`src/hw/rtl/apd_pkg.sv`:
```
package apd_pkg;

    localparam int CoordW = 32;
    localparam int DistW = 31;
    localparam int HeadW = 16;
    localparam int AngW = 28;
    localparam int PW = 48;
    localparam int XW = 36;
    localparam int CordicStepsDef = 16;
    localparam int MaxSteps = 32;

    localparam logic signed [AngW-1:0] PiQ24 = 28'sd52707179;
    localparam logic [29:0] InvGainQ30 = 30'd652032874;
    localparam logic signed [HeadW-1:0] HeadingMax = 16'sd25736;
    localparam logic [DistW-1:0] DistReset = 31'd65536;

    localparam logic [0:0] RegDist = 1'b0;

    typedef struct packed {
        logic signed [CoordW-1:0] goal_x;
        logic signed [CoordW-1:0] goal_y;
        logic signed [CoordW-1:0] robot_x;
        logic signed [CoordW-1:0] robot_y;
        logic                     pose_valid;
    } apd_in_t;

    typedef struct packed {
        logic signed [CoordW-1:0] approach_x;
        logic signed [CoordW-1:0] approach_y;
        logic signed [HeadW-1:0]  heading;
        logic                     ok;
    } apd_out_t;

    // one item in flight through the rotation stages
    typedef struct packed {
        logic signed [XW-1:0]     x;
        logic signed [XW-1:0]     y;
        logic signed [AngW-1:0]   ang;
        logic signed [PW-1:0]     px;
        logic signed [PW-1:0]     py;
        logic                     flip;
        logic                     zero;
        logic                     ok;
        logic signed [CoordW-1:0] gx;
        logic signed [CoordW-1:0] gy;
        logic [DistW-1:0]         standoff;
    } apd_stage_t;

    function automatic logic signed [AngW-1:0] atan_q24(input int i);
        logic signed [AngW-1:0] r;
        case (i)
            0: r = 28'sd13176795;
            1: r = 28'sd7778716;
            2: r = 28'sd4110060;
            3: r = 28'sd2086331;
            4: r = 28'sd1047214;
            5: r = 28'sd524117;
            6: r = 28'sd262123;
            7: r = 28'sd131069;
            default: r = (i < 25) ? AngW'(28'sd65536 >>> (i - 8)) : '0;
        endcase
        return r;
    endfunction

endpackage

```
`src/hw/rtl/apd_front.sv`:
```
module apd_front
    import apd_pkg::*;
(
    input  logic             clk,
    input  logic             rst_n,
    input  logic             in_vld,
    input  apd_in_t          in_data,
    input  logic [DistW-1:0] standoff,
    output logic             out_vld,
    output apd_stage_t       out_data
);

    logic       s1_vld_reg;
    apd_in_t    s1_in_reg;
    logic [DistW-1:0] s1_dist_reg;
    logic [60:0] s1_prod_reg;

    logic signed [XW-1:0] dx;
    logic signed [XW-1:0] dy;
    apd_stage_t st_next;
    apd_stage_t st_reg;
    logic       vld_reg;

    // stage 1: gain multiply and register the inputs
    always_ff @(posedge clk or negedge rst_n)
    begin
        if (!rst_n)
        begin
            s1_vld_reg <= 1'b0;
        end
        else
        begin
            s1_vld_reg <= in_vld;
        end
    end

    always_ff @(posedge clk)
    begin
        s1_in_reg   <= in_data;
        s1_dist_reg <= standoff;
        s1_prod_reg <= 61'(standoff) * 61'(InvGainQ30);
    end

    // stage 2: differences, half-plane fold
    always_comb
    begin
        dx = XW'(s1_in_reg.goal_x) - XW'(s1_in_reg.robot_x);
        dy = XW'(s1_in_reg.goal_y) - XW'(s1_in_reg.robot_y);
        st_next = '0;
        st_next.ok = s1_in_reg.pose_valid;
        st_next.gx = s1_in_reg.goal_x;
        st_next.gy = s1_in_reg.goal_y;
        st_next.standoff = s1_dist_reg;
        st_next.zero = (dx == '0) && (dy == '0);
        st_next.px = PW'((s1_prod_reg + 61'd32768) >> 16);
        st_next.py = '0;
        if (dx < 0)
        begin
            st_next.flip = 1'b1;
            st_next.ang = (dy >= 0) ? PiQ24 : -PiQ24;
            st_next.x = -dx;
            st_next.y = -dy;
        end
        else
        begin
            st_next.x = dx;
            st_next.y = dy;
        end
    end

    always_ff @(posedge clk or negedge rst_n)
    begin
        if (!rst_n)
        begin
            vld_reg <= 1'b0;
        end
        else
        begin
            vld_reg <= s1_vld_reg;
        end
    end

    always_ff @(posedge clk)
    begin
        st_reg <= st_next;
    end

    assign out_vld  = vld_reg;
    assign out_data = st_reg;

endmodule

```
`config.mk`:
```
export PLATFORM = sky130hd
export DESIGN_NAME = apd_front
export DESIGN_NICKNAME = d
export VERILOG_FILES = /design/src/hw/rtl/apd_pkg.sv /design/src/hw/rtl/apd_front.sv
export SDC_FILE = /design/constraint.sdc
export NUM_CORES = 2
export LEC_CHECK = 0
export BUFFER_PORTS_ARGS = -buffer_cell sky130_fd_sc_hd__buf_4
export CAP_MARGIN = 20
export CORE_MARGIN = 4
export CORE_UTILIZATION = 40
export DETAILED_ROUTE_END_ITERATION = 16
export PLACE_DENSITY = 0.57
export SKIP_LAST_GASP = 1
export SLEW_MARGIN = 20
export SYNTH_ARGS = -nofsm -noshare
export SYNTH_HDL_FRONTEND = slang
export SYNTH_SLANG_ARGS = --single-unit
```
`constraint.sdc`:
```
create_clock -name clk -period 5.7 [get_ports clk]
set_input_delay 0.855 -clock clk [delete_from_list [all_inputs] [get_ports clk]]
set_output_delay 0.855 -clock clk [all_outputs]
set_load 0.05 [all_outputs]
```
==> summary.txt <==
Cells and area
  • Area Growth Syn to Fin: 31.2%
  • Diodes inserted: 0
  • Share of cells above drive strength 1: 0.286
  • Max reg flops: between 200 and 250
  • Net count, final: 4,964
  • Finished Cell Area: between 0.04 and 0.05 mm2
  • Most frequent cells in the layout: buf_4, inv_1, dfxtp_1
  • Most common cell after layout, fill and taps aside: buf_4
  • Filler cells: 7,361

Global routing
  • Total GRT Usage: 0.210
  • Largest net degree at the start of global routing: 44
  • Global-route wire length before repair: about 140,000 um
  • Initial antenna violation count: 0
  • Grt total ovfl: 0
  • Number of global-route vias before repair: approximately 25,000

Clocking
  • H-tree levels: 2
  • Clock Sinks: ~430
  • Clk pin slew, worst setup/hold paths: approximately 0.06 ns
  • Cts bufs inserted: between 40 and 50
  • Clk_lat worst skew: around 0.6 ns
  • Clk buf depth: 3
  • CTS Root Cell: clkbuf_16
  • CTS tree: done

Timing
  • Max Slew Vio Count: 0
  • Unrepaired setup endpoints after global routing: true
  • Setup violators final: 41
  • Final Hold Fails: 0
  • Minimum clock period: about 6.9 ns
  • Max_slew headroom: 0.395
  • Fin Setup TNS: -30.38 ns
  • Fmax: about 140 MHz
  • Worst Max-Slew Pin Slew: 0.899 ns
  • Final Cycle Share: 1.22
  • Final worst setup slack: -1.23 ns
  • Hold_ws: roughly 0.32 ns
  • Worst clock skew: around 0.019 ns

Synth
  • Sequential share of the synthesized area: 0.261
  • Synth async-reset ratio: 0.00469
  • Cell accounting for the most synthesized area: fa_1
  • Number of synthesized flops with an enable pin: 0
  • Top cell type's share of synthesized area: 0.271
  • Post-synthesis cell area: about 0.033 mm2
  • Area contributors post-synth: fa_1, dfxtp_1, ha_1
  • Ys Warns: 0
  • Top FF cell, synth: dfxtp_1
  • Yosys reg bits: 426
  • Avg Synthesized Cell Area: around 10 um2
  • Cells after Synth: 3,157
  • Post-synth cell types: about 90

Worst setup path
  • Crit path arrival time: about 7.4 ns
  • Crit. Startpoint: standoff[7]
  • Reg2reg setup slack: approximately 0.64 ns
  • Crit path kind: input port to register
  • CP Launch Type: input port
  • Worst r2r src: s1_in_reg[65]
  • CP required: between 6 and 7 ns
  • Largest fanout on the critical path: 3
  • CP Capture Type: register

Die
  • Core area: around 0.081 mm2
  • Die area: roughly 0.086 mm2
  • Rows: between 100 and 150
  • Chip Width: a little under 300 um
  • Die Y: just under 300 um
  • Top Ports: about 460
  • Initial Utilization: 0.405

Status
  • Failing checks: setup timing
  • Result of the run: complete, but fails checks

Drt
  • Drt pass-1 iters: 5
  • DRC: 0
  • Detailed Route Iter0 Violations: just over 900
  • DRT Wirelength: a little over 90,000 um
  • WL/cell: between 15 and 20 um
  • Vias/cell: roughly 4.7
  • Via count: 23,700
  • Routed Antenna Nets: 0

Min path
  • Min-Delay Startpoint: s1_dist_reg[1]
  • Hold Crit Class: register to register

Place
  • GPL Wtd Cong: 0.923
  • DP HPWL: around 80,000 um
  • Dpl cell area: 0.0398 mm2
  • Port bufs: between 400 and 500

Flow run
  • Max-cap viol count: 0
## per-stage QoR
| stage | setup WS (ns) | cells | utilization |
|---|---|---|---|
| after floorplan | -1.54 | 3210 | - |
| after global placement | -2.08 | 4912 | 0.492 |
| after detailed placement | -2.11 | 4912 | 0.492 |
| after CTS | -1.13 | 5031 | 0.526 |
| after global routing | -1.44 | 5040 | 0.531 |
| final | -1.23 | 5040 | 0.531 |
## cell type report
class,count,area [um2],share of cell area
Clock inverter,31,390,0.00909
Sequential cell,426,8540,0.199
Timing Repair Buffer,786,6230,0.145
Inverter,708,2710,0.0631
Tap cell,1060,1330,0.0309
Multi-Input combinational cell,1970,22400,0.522
Clock buffer,59,1320,0.0308
## cell usage after synthesis, types with 5 or more instances
cell type and number:
a211o_1 8, nand2b_1 6, a31oi_1 23, a21oi_1 131, xor2_1 59, or2_2 7, o211ai_1 8, dfxtp_1 424
o21a_1 6, clkbuf_1 28, nand3_1 52, xnor2_1 123, a221oi_1 6, buf_4 76, nand4_1 26, a211oi_1 15
nor3_1 35, a221o_1 6, nor2b_1 21, o21bai_1 12, fa_1 443, or3_1 10, and4_1 11, nor4_1 8
o21ai_0 67, ha_1 417, inv_1 707, o2111ai_1 5, and3_1 27, o31ai_1 9, a21o_1 61, and2_1 20
nor3b_1 5, nand2_1 103, a21boi_0 8, a41oi_1 5, nor2_1 96
## critical path, stage by stage
cell and delay (ns):
buf_8 0.08, clkinvlp_4 0.10, buf_6 0.13, fa_1 0.45, fa_1 0.51, inv_2 0.05
fa_1 0.47, inv_1 0.05, fa_1 0.47, inv_1 0.05, fa_2 0.53, fa_1 0.43
fa_1 0.43, fa_1 0.62, ha_4 0.22, a21o_1 0.15, a21o_1 0.17, a21o_1 0.17
a211oi_2 0.21, nor3_2 0.08, o311ai_4 0.34, a211oi_4 0.14, o2111a_1 0.26, buf_4 0.14
o2111ai_2 0.18, o211ai_1 0.10
## final timing paths
| path | endpoint | cells past startpoint |
|---|---|---|
| max in group asynchronous | s1_vld_reg | 2 |
| worst max register to register | out_data[254] | 16 |
| min in group asynchronous | out_vld | 2 |
| worst min register to register | out_data[1] | 0 |
| worst max-delay path | s1_prod_reg[60] | 26 |
| worst min-delay path | out_data[1] | 0 |
## metal layers
layer  global-route usage  vias up  share of wire
met2                0.378      534           0.50
met1                0.268    11500           0.43
met3               0.0348       92          0.053
met4               0.0423        0          0.018
met5                    0        -              0
li1                     -    11500              -
## cell families (layout without fill, tap and decap cells)
group,count (synthesis),in the layout,share of synthesized area
adders and majority gates,860,860,0.430
buffers and inverters,814,1584,0.102
and+or+nand+nor,450,450,0.0705
DFF,426,426,0.261
AOI/OAI and AO/OA,422,422,0.0866
xor gates and xnor gates,182,182,0.0487
muxes,2,2,0.000650
other,1,54,0.000115
## repair_timing
item,CTS,global route
pin swaps,120,108
gates cloned,0,0
setup endpoints to repair,44,46
setup buffers,31,16
hold endpoints to repair,2,0
gates resized for setup,162,94
hold buffers,1,0
Power is not shown: default switching activity piles up to over one toggle a cycle in this logic, so the estimate is an artifact.
