$ cat src/hw/rtl/apd_pkg.sv
package apd_pkg;

    localparam int CoordW = 32;
    localparam int DistW = 31;
    localparam int HeadW = 16;
    localparam int AngW = 28;
    localparam int PW = 48;
    localparam int XW = 36;
    localparam int CordicStepsDef = 16;
    localparam int MaxSteps = 32;

    localparam logic signed [AngW-1:0] PiQ24 = 28'sd52707179;
    localparam logic [29:0] InvGainQ30 = 30'd652032874;
    localparam logic signed [HeadW-1:0] HeadingMax = 16'sd25736;
    localparam logic [DistW-1:0] DistReset = 31'd65536;

    localparam logic [0:0] RegDist = 1'b0;

    typedef struct packed {
        logic signed [CoordW-1:0] goal_x;
        logic signed [CoordW-1:0] goal_y;
        logic signed [CoordW-1:0] robot_x;
        logic signed [CoordW-1:0] robot_y;
        logic                     pose_valid;
    } apd_in_t;

    typedef struct packed {
        logic signed [CoordW-1:0] approach_x;
        logic signed [CoordW-1:0] approach_y;
        logic signed [HeadW-1:0]  heading;
        logic                     ok;
    } apd_out_t;

    // one item in flight through the rotation stages
    typedef struct packed {
        logic signed [XW-1:0]     x;
        logic signed [XW-1:0]     y;
        logic signed [AngW-1:0]   ang;
        logic signed [PW-1:0]     px;
        logic signed [PW-1:0]     py;
        logic                     flip;
        logic                     zero;
        logic                     ok;
        logic signed [CoordW-1:0] gx;
        logic signed [CoordW-1:0] gy;
        logic [DistW-1:0]         standoff;
    } apd_stage_t;

    function automatic logic signed [AngW-1:0] atan_q24(input int i);
        logic signed [AngW-1:0] r;
        case (i)
            0: r = 28'sd13176795;
            1: r = 28'sd7778716;
            2: r = 28'sd4110060;
            3: r = 28'sd2086331;
            4: r = 28'sd1047214;
            5: r = 28'sd524117;
            6: r = 28'sd262123;
            7: r = 28'sd131069;
            default: r = (i < 25) ? AngW'(28'sd65536 >>> (i - 8)) : '0;
        endcase
        return r;
    endfunction

endpackage

$ cat src/hw/rtl/apd_back.sv
module apd_back
    import apd_pkg::*;
(
    input  logic       clk,
    input  logic       rst_n,
    input  logic       in_vld,
    input  apd_stage_t in_data,
    output logic       out_vld,
    output apd_out_t   out_data
);

    logic signed [PW-1:0]   px_f;
    logic signed [PW-1:0]   py_f;
    logic signed [CoordW+1:0] cx;
    logic signed [CoordW+1:0] cy;
    logic signed [AngW-1:0] ang;
    logic signed [AngW-1:0] hd;
    logic signed [CoordW+2:0] ax;
    logic signed [CoordW+2:0] ay;
    logic signed [CoordW+1:0] c_x_reg;
    logic signed [CoordW+1:0] c_y_reg;
    logic signed [HeadW-1:0]  hd_reg;
    logic signed [CoordW-1:0] gx_reg;
    logic signed [CoordW-1:0] gy_reg;
    logic ok_reg;
    logic vld1_reg;
    apd_out_t res_next;
    apd_out_t res_reg;
    logic vld_reg;

    function automatic logic signed [CoordW-1:0] sat(input logic signed [CoordW+2:0] v);
        logic signed [CoordW-1:0] r;
        if (v > (CoordW+3)'(33'sh0_7FFF_FFFF))
            r = {1'b0, {(CoordW-1){1'b1}}};
        else if (v < -(CoordW+3)'(33'sh0_8000_0000))
            r = {1'b1, {(CoordW-1){1'b0}}};
        else
            r = v[CoordW-1:0];
        return r;
    endfunction

    // stage a: unfold, round to q16.16, heading
    always_comb
    begin
        px_f = in_data.flip ? -in_data.px : in_data.px;
        py_f = in_data.flip ? -in_data.py : in_data.py;
        if (in_data.zero)
        begin
            cx  = (CoordW+2)'(in_data.standoff);
            cy  = '0;
            ang = '0;
        end
        else
        begin
            cx  = (CoordW+2)'((px_f + PW'(8192)) >>> 14);
            cy  = (CoordW+2)'((py_f + PW'(8192)) >>> 14);
            ang = in_data.ang;
        end
        hd = (ang + AngW'(1024)) >>> 11;
        if (hd > AngW'(HeadingMax))
            hd = AngW'(HeadingMax);
        if (hd < -AngW'(HeadingMax))
            hd = -AngW'(HeadingMax);
    end

    always_ff @(posedge clk or negedge rst_n)
    begin
        if (!rst_n)
        begin
            vld1_reg <= 1'b0;
            vld_reg  <= 1'b0;
        end
        else
        begin
            vld1_reg <= in_vld;
            vld_reg  <= vld1_reg;
        end
    end

    always_ff @(posedge clk)
    begin
        c_x_reg <= cx;
        c_y_reg <= cy;
        hd_reg  <= hd[HeadW-1:0];
        gx_reg  <= in_data.gx;
        gy_reg  <= in_data.gy;
        ok_reg  <= in_data.ok;
    end

    // stage b: subtract from goal and saturate
    always_comb
    begin
        ax = (CoordW+3)'(gx_reg) - (CoordW+3)'(c_x_reg);
        ay = (CoordW+3)'(gy_reg) - (CoordW+3)'(c_y_reg);
        res_next = '0;
        if (ok_reg)
        begin
            res_next.approach_x = sat(ax);
            res_next.approach_y = sat(ay);
            res_next.heading    = hd_reg;
            res_next.ok         = 1'b1;
        end
    end

    always_ff @(posedge clk)
    begin
        res_reg <= res_next;
    end

    assign out_vld  = vld_reg;
    assign out_data = res_reg;

endmodule

$ cat config.mk
export PLATFORM = sky130hd
export DESIGN_NAME = apd_back
export DESIGN_NICKNAME = d
export VERILOG_FILES = /design/src/hw/rtl/apd_pkg.sv /design/src/hw/rtl/apd_back.sv
export SDC_FILE = /design/constraint.sdc
export NUM_CORES = 1
export LEC_CHECK = 0
export BUFFER_PORTS_ARGS = -buffer_cell sky130_fd_sc_hd__buf_2
export CAP_MARGIN = 20
export CELL_PAD_IN_SITES_DETAIL_PLACEMENT = 0
export CELL_PAD_IN_SITES_GLOBAL_PLACEMENT = 1
export CORE_ASPECT_RATIO = 1.5
export CORE_MARGIN = 2
export CORE_UTILIZATION = 30
export DETAILED_ROUTE_END_ITERATION = 6
export PLACE_DENSITY_LB_ADDON = 0.08
export SYNTH_ARGS = -nofsm -noshare
export SYNTH_HDL_FRONTEND = slang
export SYNTH_SLANG_ARGS = --single-unit
$ cat constraint.sdc
create_clock -name clk -period 4 [get_ports clk]
set_input_delay 0 -clock clk [delete_from_list [all_inputs] [get_ports clk]]
set_output_delay 0 -clock clk [all_outputs]
set_load 0.01 [all_outputs]
==> reports/summary.json, run 1 <==
{
  "synthesis": {
    "synth_simple_gate_area_share": 0.230,
    "synth_top_cell_by_area": "sky130_fd_sc_hd__dfxtp_1",
    "ys_warn_count": 0,
    "synth_sequential_area_ratio": 0.323,
    "dominant_combinational_cell_family_by_area_after_synthesis": "simple AND/OR/NAND/NOR gates",
    "synthMostInstantiatedCell": "sky130_fd_sc_hd__dfxtp_1",
    "synth.ff_latch_count": 232,
    "synth_flop_cell": "sky130_fd_sc_hd__dfxtp_1",
    "synth_compound_area_frac": 0.202,
    "yosys-top-cells-area": "sky130_fd_sc_hd__dfxtp_1 (32%), sky130_fd_sc_hd__xnor2_1 (6.6%), sky130_fd_sc_hd__ha_1 (6.2%), sky130_fd_sc_hd__a21oi_1 (4.8%), sky130_fd_sc_hd__xor2_1 (4.6%)",
    "synth_cells": 1807,
    "synth_enable_flop_cells": 0,
    "synth.top_cell.area_share": 0.320,
    "synth_area_in_adders": 0.0659,
    "yosys-mux-area-fraction": 0.0136,
    "avgSynthCellArea_um2": 7.97,
    "synth_xor_area_frac": 0.112,
    "synth.top_cells.by_count": "sky130_fd_sc_hd__dfxtp_1 (230), sky130_fd_sc_hd__a21oi_1 (138), sky130_fd_sc_hd__nand2_1 (134), sky130_fd_sc_hd__nor2_1 (131), sky130_fd_sc_hd__xnor2_1 (109)",
    "synthDistinctLibCells": 87,
    "post_synth_instance_area_um2": 14400,
    "postSynth.asyncResetShare": 0.00862,
    "synth.net_count": 2177
  },
  "drt": {
    "first_iter_violations": 616,
    "detail-route-antenna-nets": 0,
    "avgRoutedWirePerCell_um": 16.2,
    "remaining_drc_errors": 0,
    "wl_um": 46500,
    "route.detailed.vias_per_inst": 4.93,
    "num_vias": 14155,
    "drtPass1Iterations": 5
  },
  "sta": {
    "setup_viol": 0,
    "setup_repair_after_global_routing_missed_its_margin": "no",
    "timing.fmax_mhz": 272,
    "min_period_ps": 3680,
    "finalHoldViolCount": 0,
    "timing.final.max_slew_violations": 0,
    "totalNegativeSetupSlack_ps": 0,
    "period_share": 0.921,
    "worst_pin_slew_ps": 896,
    "timing.slew.headroom": 0.403,
    "fin_worst_skew_ps": 11.5
  },
  "cells_and_area": {
    "syn_to_final_growth_pct": 34.4,
    "number_of_flip_flops_in_the_largest_register": 81,
    "utilization": 0.407,
    "fraction_of_layout_cells_with_a_size_suffix_above_1": 0.188,
    "final_nets": 2617,
    "final_layout_fill_cell_count": 4931
  },
  "pwr": {
    "power.density_nw_per_um2": 385,
    "ir_drop_v": 0.000276,
    "power.static_leakage_nw": 8.11
  },
  "floorplan": {
    "vert_die_dim_um": 272,
    "boundaryPins": 379,
    "placement_rows": 98,
    "coreArea_um2": 47600,
    "fp.dieArea_um2": 49800,
    "fp.dieW_um": 183,
    "floorplan.initialDensity": 0.303
  },
  "clock_tree": {
    "htreeDepth": 1,
    "cts.reportedPaths.clkPinSlew_ps": 60,
    "tritoncts": "yes",
    "numCtsBuffers": 26,
    "max-clock-path-buffers": 3,
    "postCtsSetupBuffers": 0,
    "clock_sinks": 232,
    "clock_insertion_delay_worst_skew_ps": 550,
    "ctsRootBufferMaster": "sky130_fd_sc_hd__clkbuf_16"
  },
  "critical_path": {
    "worst-r2r-setup-slack_ps": 520,
    "critPathKind": "in -> reg",
    "cp.depth": 13,
    "cp-start-kind": "input pin",
    "worstReg2RegStart": "gx_reg[0]$_DFF_P_",
    "crit_path_max_fanout": 9,
    "crit_path_end_kind": "register",
    "slowest_stage_cell_on_the_critical_path": "sky130_fd_sc_hd__nor4_1",
    "path_buf_inv": 4,
    "cp_cell_sequence": "dlygate4sd3_1 > buf_2 > nor3_1 > buf_4 > nand4_1 > or3_1 > nor4_1 > nand2b_1 > o41ai_1 > xor2_1 > nor2b_1 > mux2_2 > dlygate4sd3_1",
    "reg_to_reg_critical_path_endpoint": "out_data[73]$_SDFF_PN0_",
    "crit_top_cell": "sky130_fd_sc_hd__dlygate4sd3_1",
    "cp_data_required_time_ps": 4430,
    "cp_slowest_stage_delay_ps": 580,
    "worst-r2r-cell-count": 15,
    "crit_family": "simple AND/OR/NAND/NOR gates",
    "timing.critical_path.arrival_ps": 4120
  },
  "run_status": {
    "run_status": "finished clean"
  },
  "global_routing": {
    "gr-usage-all-layers": 0.181,
    "grt_start_max_net_pins": 63,
    "grt_remaining_overflow": 0,
    "number_of_antenna_violations_at_the_first_check_in_global_routing": 16,
    "global_route_wire_length_before_repair_um": 72500,
    "vias_in_the_first_global_route": 13942
  },
  "placed_design": {
    "gpl_congestion": 0.869,
    "place.port_buffers": 296,
    "detailed_place_hpwl_um": 37100
  },
  "hold_path": {
    "hold_path_cell_cnt": 5,
    "holdCritPathClass": "in -> reg",
    "worstHoldEndpoint": "c_y_reg[27]$_SDFF_PP0_",
    "worst_hold_startpoint": "in_data[137]"
  },
  "run": {
    "maxCapViolCount": 0
  }
}
## cell type report
cell class	count	area, um2	area share
tap	600	751	0.0388
sequential	232	4660	0.241
clock buffer	31	699	0.0361
multi-input combinational	1372	9040	0.467
clock inverter	15	173	0.00892
inverter	98	368	0.0190
timing repair buffer	517	3650	0.189
antenna	7	17.5	0.000905
## metrics by stage
stage	std cells	worst slack (ps)	hold slack (ps)	power [W]	instance area, um2
6_report	2872	318	34.4	0.00744	19400
5_1_grt	2867	15.5	48.8	0.00792	19300
4_1_cts	2864	212	2.32	0.00756	19300
3_5_place_dp	2633	212	-214	0.00495	16600
3_3_place_gp	2633	275	-217	0.00495	16600
2_1_floorplan	1807	31.7	-296	0.00417	14400
## cell usage in the layout (no fill, tap or decap), types with 20 or more instances in the layout
| cell type | Yosys | routed |
|---|---|---|
| sky130_fd_sc_hd__nand4_1 | 38 | 38 |
| sky130_fd_sc_hd__nor2_1 | 131 | 131 |
| sky130_fd_sc_hd__xnor2_1 | 109 | 108 |
| sky130_fd_sc_hd__o211ai_1 | 34 | 34 |
| sky130_fd_sc_hd__clkbuf_16 | 0 | 26 |
| sky130_fd_sc_hd__buf_2 | 2 | 294 |
| sky130_fd_sc_hd__nand3_1 | 104 | 104 |
| sky130_fd_sc_hd__ha_1 | 71 | 71 |
| sky130_fd_sc_hd__a21o_1 | 31 | 31 |
| sky130_fd_sc_hd__nor3_1 | 50 | 50 |
| sky130_fd_sc_hd__inv_1 | 98 | 98 |
| sky130_fd_sc_hd__nor4_1 | 21 | 20 |
| sky130_fd_sc_hd__xor2_1 | 75 | 75 |
| sky130_fd_sc_hd__o21ai_0 | 91 | 91 |
| sky130_fd_sc_hd__o31ai_1 | 25 | 24 |
| sky130_fd_sc_hd__and2_1 | 28 | 28 |
| sky130_fd_sc_hd__dlygate4sd3_1 | 0 | 185 |
| sky130_fd_sc_hd__nand2_1 | 134 | 134 |
| sky130_fd_sc_hd__dfxtp_1 | 230 | 229 |
| sky130_fd_sc_hd__buf_4 | 0 | 35 |
| sky130_fd_sc_hd__nor2b_1 | 24 | 24 |
| sky130_fd_sc_hd__a21oi_1 | 138 | 138 |
## logic make-up after synthesis
| group | count (synthesis) |
|---|---|
| compound gates | 452 |
| xor+xnor | 184 |
| buf+inv | 203 |
| simple gates | 643 |
| mux | 18 |
| flops | 232 |
| fa+ha+maj | 75 |
## how the worst max path moves through the flow
stage	end	slack [ps]	from
floorplan	c_y_reg[23]$_SDFF_PP0_	30	in_data[97]
global placement	out_data[50]$_SDFF_PN0_	270	gx_reg[0]$_DFF_P_
detailed placement	out_data[59]$_SDFF_PN0_	210	gx_reg[0]$_DFF_P_
CTS	out_data[59]$_SDFF_PN0_	210	gx_reg[0]$_DFF_P_
global route	c_y_reg[33]$_SDFF_PP0_	20	in_data[114]
finish	c_y_reg[33]$_SDFF_PP0_	320	in_data[114]
## where the power goes
group | total, W | internal, W | leakage, nW | switching (W)
clock | 0.00240 | 0.00140 | 0.432 | 0.00100
sequential | 0.00270 | 0.00261 | 1.95 | 0.0000876
combinational | 0.00235 | 0.00104 | 5.73 | 0.00131
## metal layers
layer | share of wire | up-vias | GRT usage
li1 | - | 7326 | -
met1 | 0.41 | 6396 | 0.203
met2 | 0.51 | 332 | 0.341
met3 | 0.050 | 81 | 0.0338
met4 | 0.030 | 20 | 0.0598
met5 | 0.0026 | - | 0
## worst register-to-register path: cells and delay by family (launching register included)
kind            cells  cell delay (ps)
compound gates      8             1600
buf+inv             4              600
fa+ha+maj           2              550
flops               1              290
simple gates        1              290
## timing repair
action,CTS,global route
endpoints found under the hold margin,143,0
resized for setup,0,0
hold buffers,185,0
Power figures use the tool's default switching activity.
==> inputs of run 2 (changes only) <==
Settings changed: ABC_AREA set to 1, SETUP_SLACK_MARGIN set to 0.15.
==> run 2 against run 1 <==
Compared with the run above:
- total power fell by 2.5%
- first-iteration DRC count grew 6.5%
- worst hold slack got worse by 2.6 ps
- count of clock-buffer cells in the layout is 3 lower
- routed wire length grew 24%
- sequential share of layout area down 0.41 points
- critical path depth up 7
- die area grew 6.2%
- critical endpoint is now out_data[17]$_SDFF_PN0_
==> reports/summary.json, run 2 <==
{
  "run_status": {
    "run_status": "finished clean"
  },
  "synthesis": {
    "synth.net_count": 2751,
    "ys_warn_count": 0,
    "synthMostInstantiatedCell": "sky130_fd_sc_hd__nand2_1",
    "postSynth.asyncResetShare": 0.00862,
    "synth_sequential_area_ratio": 0.304,
    "synth_top_cell_by_area": "sky130_fd_sc_hd__dfxtp_1",
    "synth.top_cell.area_share": 0.301,
    "yosys-top-cells-area": "sky130_fd_sc_hd__dfxtp_1 (30%), sky130_fd_sc_hd__nand2_1 (16%), sky130_fd_sc_hd__inv_1 (7.7%), sky130_fd_sc_hd__nor2_1 (6.7%), sky130_fd_sc_hd__ha_1 (5.8%)",
    "synth_flop_cell": "sky130_fd_sc_hd__dfxtp_1",
    "synth.ff_latch_count": 232,
    "synth.top_cells.by_count": "sky130_fd_sc_hd__nand2_1 (663), sky130_fd_sc_hd__inv_1 (313), sky130_fd_sc_hd__nor2_1 (272), sky130_fd_sc_hd__dfxtp_1 (230), sky130_fd_sc_hd__nand3_1 (168)",
    "synthDistinctLibCells": 60,
    "synth_cells": 2381,
    "synth_enable_flop_cells": 0,
    "avgSynthCellArea_um2": 6.43,
    "post_synth_instance_area_um2": 15300
  },
  "clock_tree": {
    "numCtsBuffers": 24,
    "tritoncts": "yes",
    "cts.reportedPaths.clkPinSlew_ps": 70,
    "htreeDepth": 1,
    "ctsRootBufferMaster": "sky130_fd_sc_hd__clkbuf_16",
    "clock_insertion_delay_worst_skew_ps": 560,
    "postCtsSetupBuffers": 0,
    "clock_sinks": 232,
    "max-clock-path-buffers": 3
  },
  "pwr": {
    "power.clock.fraction": 0.318,
    "power.static_leakage_nw": 9.71,
    "power_report.internal_total_w": 0.00473,
    "power.switching_w": 0.00252,
    "ir_drop_v": 0.000327,
    "power.share.combinational": 0.313,
    "switching_share": 0.348,
    "seqPwrFrac": 0.369,
    "power.density_nw_per_um2": 369
  },
  "placed_design": {
    "place.port_buffers": 296,
    "post-place-cells": 3311,
    "preCtsSetupSlack_ps": 802,
    "gpl_congestion": 0.937,
    "detailed_place_hpwl_um": 48600
  },
  "sta": {
    "setup_repair_after_global_routing_missed_its_margin": "no",
    "min_period_ps": 3220,
    "setup_viol": 0,
    "finalHoldViolCount": 0,
    "timing.fmax_mhz": 311,
    "worst_hold_slack_ps": 31.8,
    "timing.final.max_slew_violations": 0,
    "timing.slew.headroom": 0.407,
    "layout_setup_ws_ps": 779,
    "fin_worst_skew_ps": 42.2,
    "worst_pin_slew_ps": 888,
    "totalNegativeSetupSlack_ps": 0,
    "period_share": 0.805
  },
  "cells_and_area": {
    "layout.cells.most_common_list": "sky130_fd_sc_hd__nand2_1 (663), sky130_fd_sc_hd__inv_1 (313), sky130_fd_sc_hd__buf_2 (296)",
    "layout_commonest_cell": "sky130_fd_sc_hd__nand2_1",
    "final_layout_fill_cell_count": 5594,
    "fraction_of_layout_cells_with_a_size_suffix_above_1": 0.153,
    "n_antenna_cell": 0,
    "final-instance-count-excl-fill": 3493,
    "syn_to_final_growth_pct": 28.6,
    "utilization": 0.390,
    "number_of_flip_flops_in_the_largest_register": 81,
    "final_nets": 3177
  },
  "drt": {
    "num_vias": 16162,
    "avgRoutedWirePerCell_um": 16.5,
    "detail-route-antenna-nets": 0,
    "wl_um": 57700,
    "first_iter_violations": 656,
    "remaining_drc_errors": 0,
    "route.detailed.vias_per_inst": 4.63,
    "drtPass1Iterations": 6
  },
  "global_routing": {
    "vias_in_the_first_global_route": 16391,
    "grt_start_max_net_pins": 69,
    "number_of_antenna_violations_at_the_first_check_in_global_routing": 0,
    "global_route_wire_length_before_repair_um": 88600,
    "grt_remaining_overflow": 0,
    "gr-usage-all-layers": 0.215
  },
  "critical_path": {
    "crit_path_max_fanout": 30,
    "cp_slowest_stage_delay_ps": 460,
    "cp-start-kind": "register",
    "timing.critical_path.arrival_ps": 3710,
    "slowest_stage_cell_on_the_critical_path": "sky130_fd_sc_hd__fa_1",
    "critPathKind": "reg -> reg",
    "cp_data_required_time_ps": 4490,
    "crit_path_end_kind": "register",
    "cp_cell_sequence": "inv_1 > ha_1 > inv_1 > fa_1 > nand3_1 > nand3_1 > a21oi_1 > o21ai_2 > a21oi_1 > o21bai_2 > nand2_1 > nand2_1 > nand2_1 > nand2_1 > nor2_1 > nand2_1 > nand2_1 > buf_4 > nand2_1 > nor2_1",
    "crit_top_cell": "sky130_fd_sc_hd__nand2_1"
  },
  "floorplan": {
    "placement_rows": 101,
    "floorplan.initialDensity": 0.303,
    "boundaryPins": 379,
    "fp.dieArea_um2": 52900,
    "coreArea_um2": 50500,
    "vert_die_dim_um": 281,
    "fp.dieW_um": 188
  },
  "run": {
    "maxCapViolCount": 0
  },
  "hold_path": {
    "holdCritPathClass": "in -> reg"
  }
}
-- run 2: changes by cell type in the layout (fill, tap and decap cells not counted), moves of 27 or more --
cell                            delta
sky130_fd_sc_hd__nand2_1         +529
sky130_fd_sc_hd__inv_1           +215
sky130_fd_sc_hd__nor2_1          +141
sky130_fd_sc_hd__xnor2_1          -77
sky130_fd_sc_hd__nand3_1          +64
sky130_fd_sc_hd__dlygate4sd3_1    -46
sky130_fd_sc_hd__o211ai_1         -29
sky130_fd_sc_hd__nand4_1          +27
-- run 2: cells by family (layout without fill, tap and decap cells) --
kind of cell | count (synthesis) | after routing | share of synthesized area
and+or+nand+nor | 1283 | 1283 | 0.363
buffers and inverters | 372 | 815 | 0.0954
AOI/OAI and AO/OA | 311 | 311 | 0.112
DFF | 232 | 232 | 0.304
xor gates and xnor gates | 110 | 110 | 0.0654
adders and majority gates | 73 | 73 | 0.0606
-- run 2: what timing repair did --
action	4_1_cts	5_1_grt
gates resized for setup	0	0
hold buffers	139	0
endpoints found under the hold margin	127	0
-- run 2: critical path, delay by kind of cell (launching register included) --
family / cells / cell delay [ps]
buffers and inverters: 3 / 440
flip-flops: 1 / 300
adder cells (fa/ha/maj): 2 / 620
AND/OR/NAND/NOR: 11 / 970
AO/OA/AOI/OAI: 4 / 820
-- run 2: stage by stage --
step,total power (W),area (um2)
finish,0.00726,19700
global placement,0.00492,17500
global route,0.00772,19700
floorplan,0.00410,15300
CTS,0.00737,19700
detailed placement,0.00492,17500
-- run 2: power groups by stage --
stage | logic, W | registers [W] | clock network (W)
final | 0.00227 | 0.00268 | 0.00231
after global routing | 0.00255 | 0.00271 | 0.00246
after CTS | 0.00230 | 0.00268 | 0.00239
after detailed placement | 0.00218 | 0.00273 | 0
after global placement | 0.00219 | 0.00273 | 0
after floorplan | 0.00129 | 0.00280 | 0
-- run 2: layer usage --
layer / vias to the layer above / share of wire / track usage / routed length [um]
met5: - / 0 / 0 / 0
met4: 0 / 0.040 / 0.0867 / 2330
met3: 98 / 0.030 / 0.0151 / 1760
met2: 403 / 0.51 / 0.413 / 29600
met1: 7167 / 0.42 / 0.244 / 24000
li1: 8494 / - / - / -
-- run 2: area by class of cell --
class,instances,area [um2],area share
sequential,232,4660,0.236
tap,669,837,0.0425
multi-input combinational,1777,9200,0.467
clock inverter,15,180,0.00915
clock buffer,28,636,0.0323
inverter,325,1220,0.0621
timing repair buffer,447,2960,0.150
-- run 2: final timing paths --
kind                                         start                 endpoint  slack [ps]  cells after the start
worst max register to register   gy_reg[0]$_DFF_P_  out_data[17]$_SDFF_PN0_         780                     20
worst min register to register  vld1_reg$_DFF_PN0_        out_vld$_DFF_PN0_         350                      0
min in group asynchronous                    rst_n       vld1_reg$_DFF_PN0_         290                      3
max in group asynchronous                    rst_n        out_vld$_DFF_PN0_        3590                      3
worst max-delay path             gy_reg[0]$_DFF_P_  out_data[17]$_SDFF_PN0_         780                     20
worst min-delay path                  in_data[172]      c_x_reg[12]$_DFF_P_          30                      5
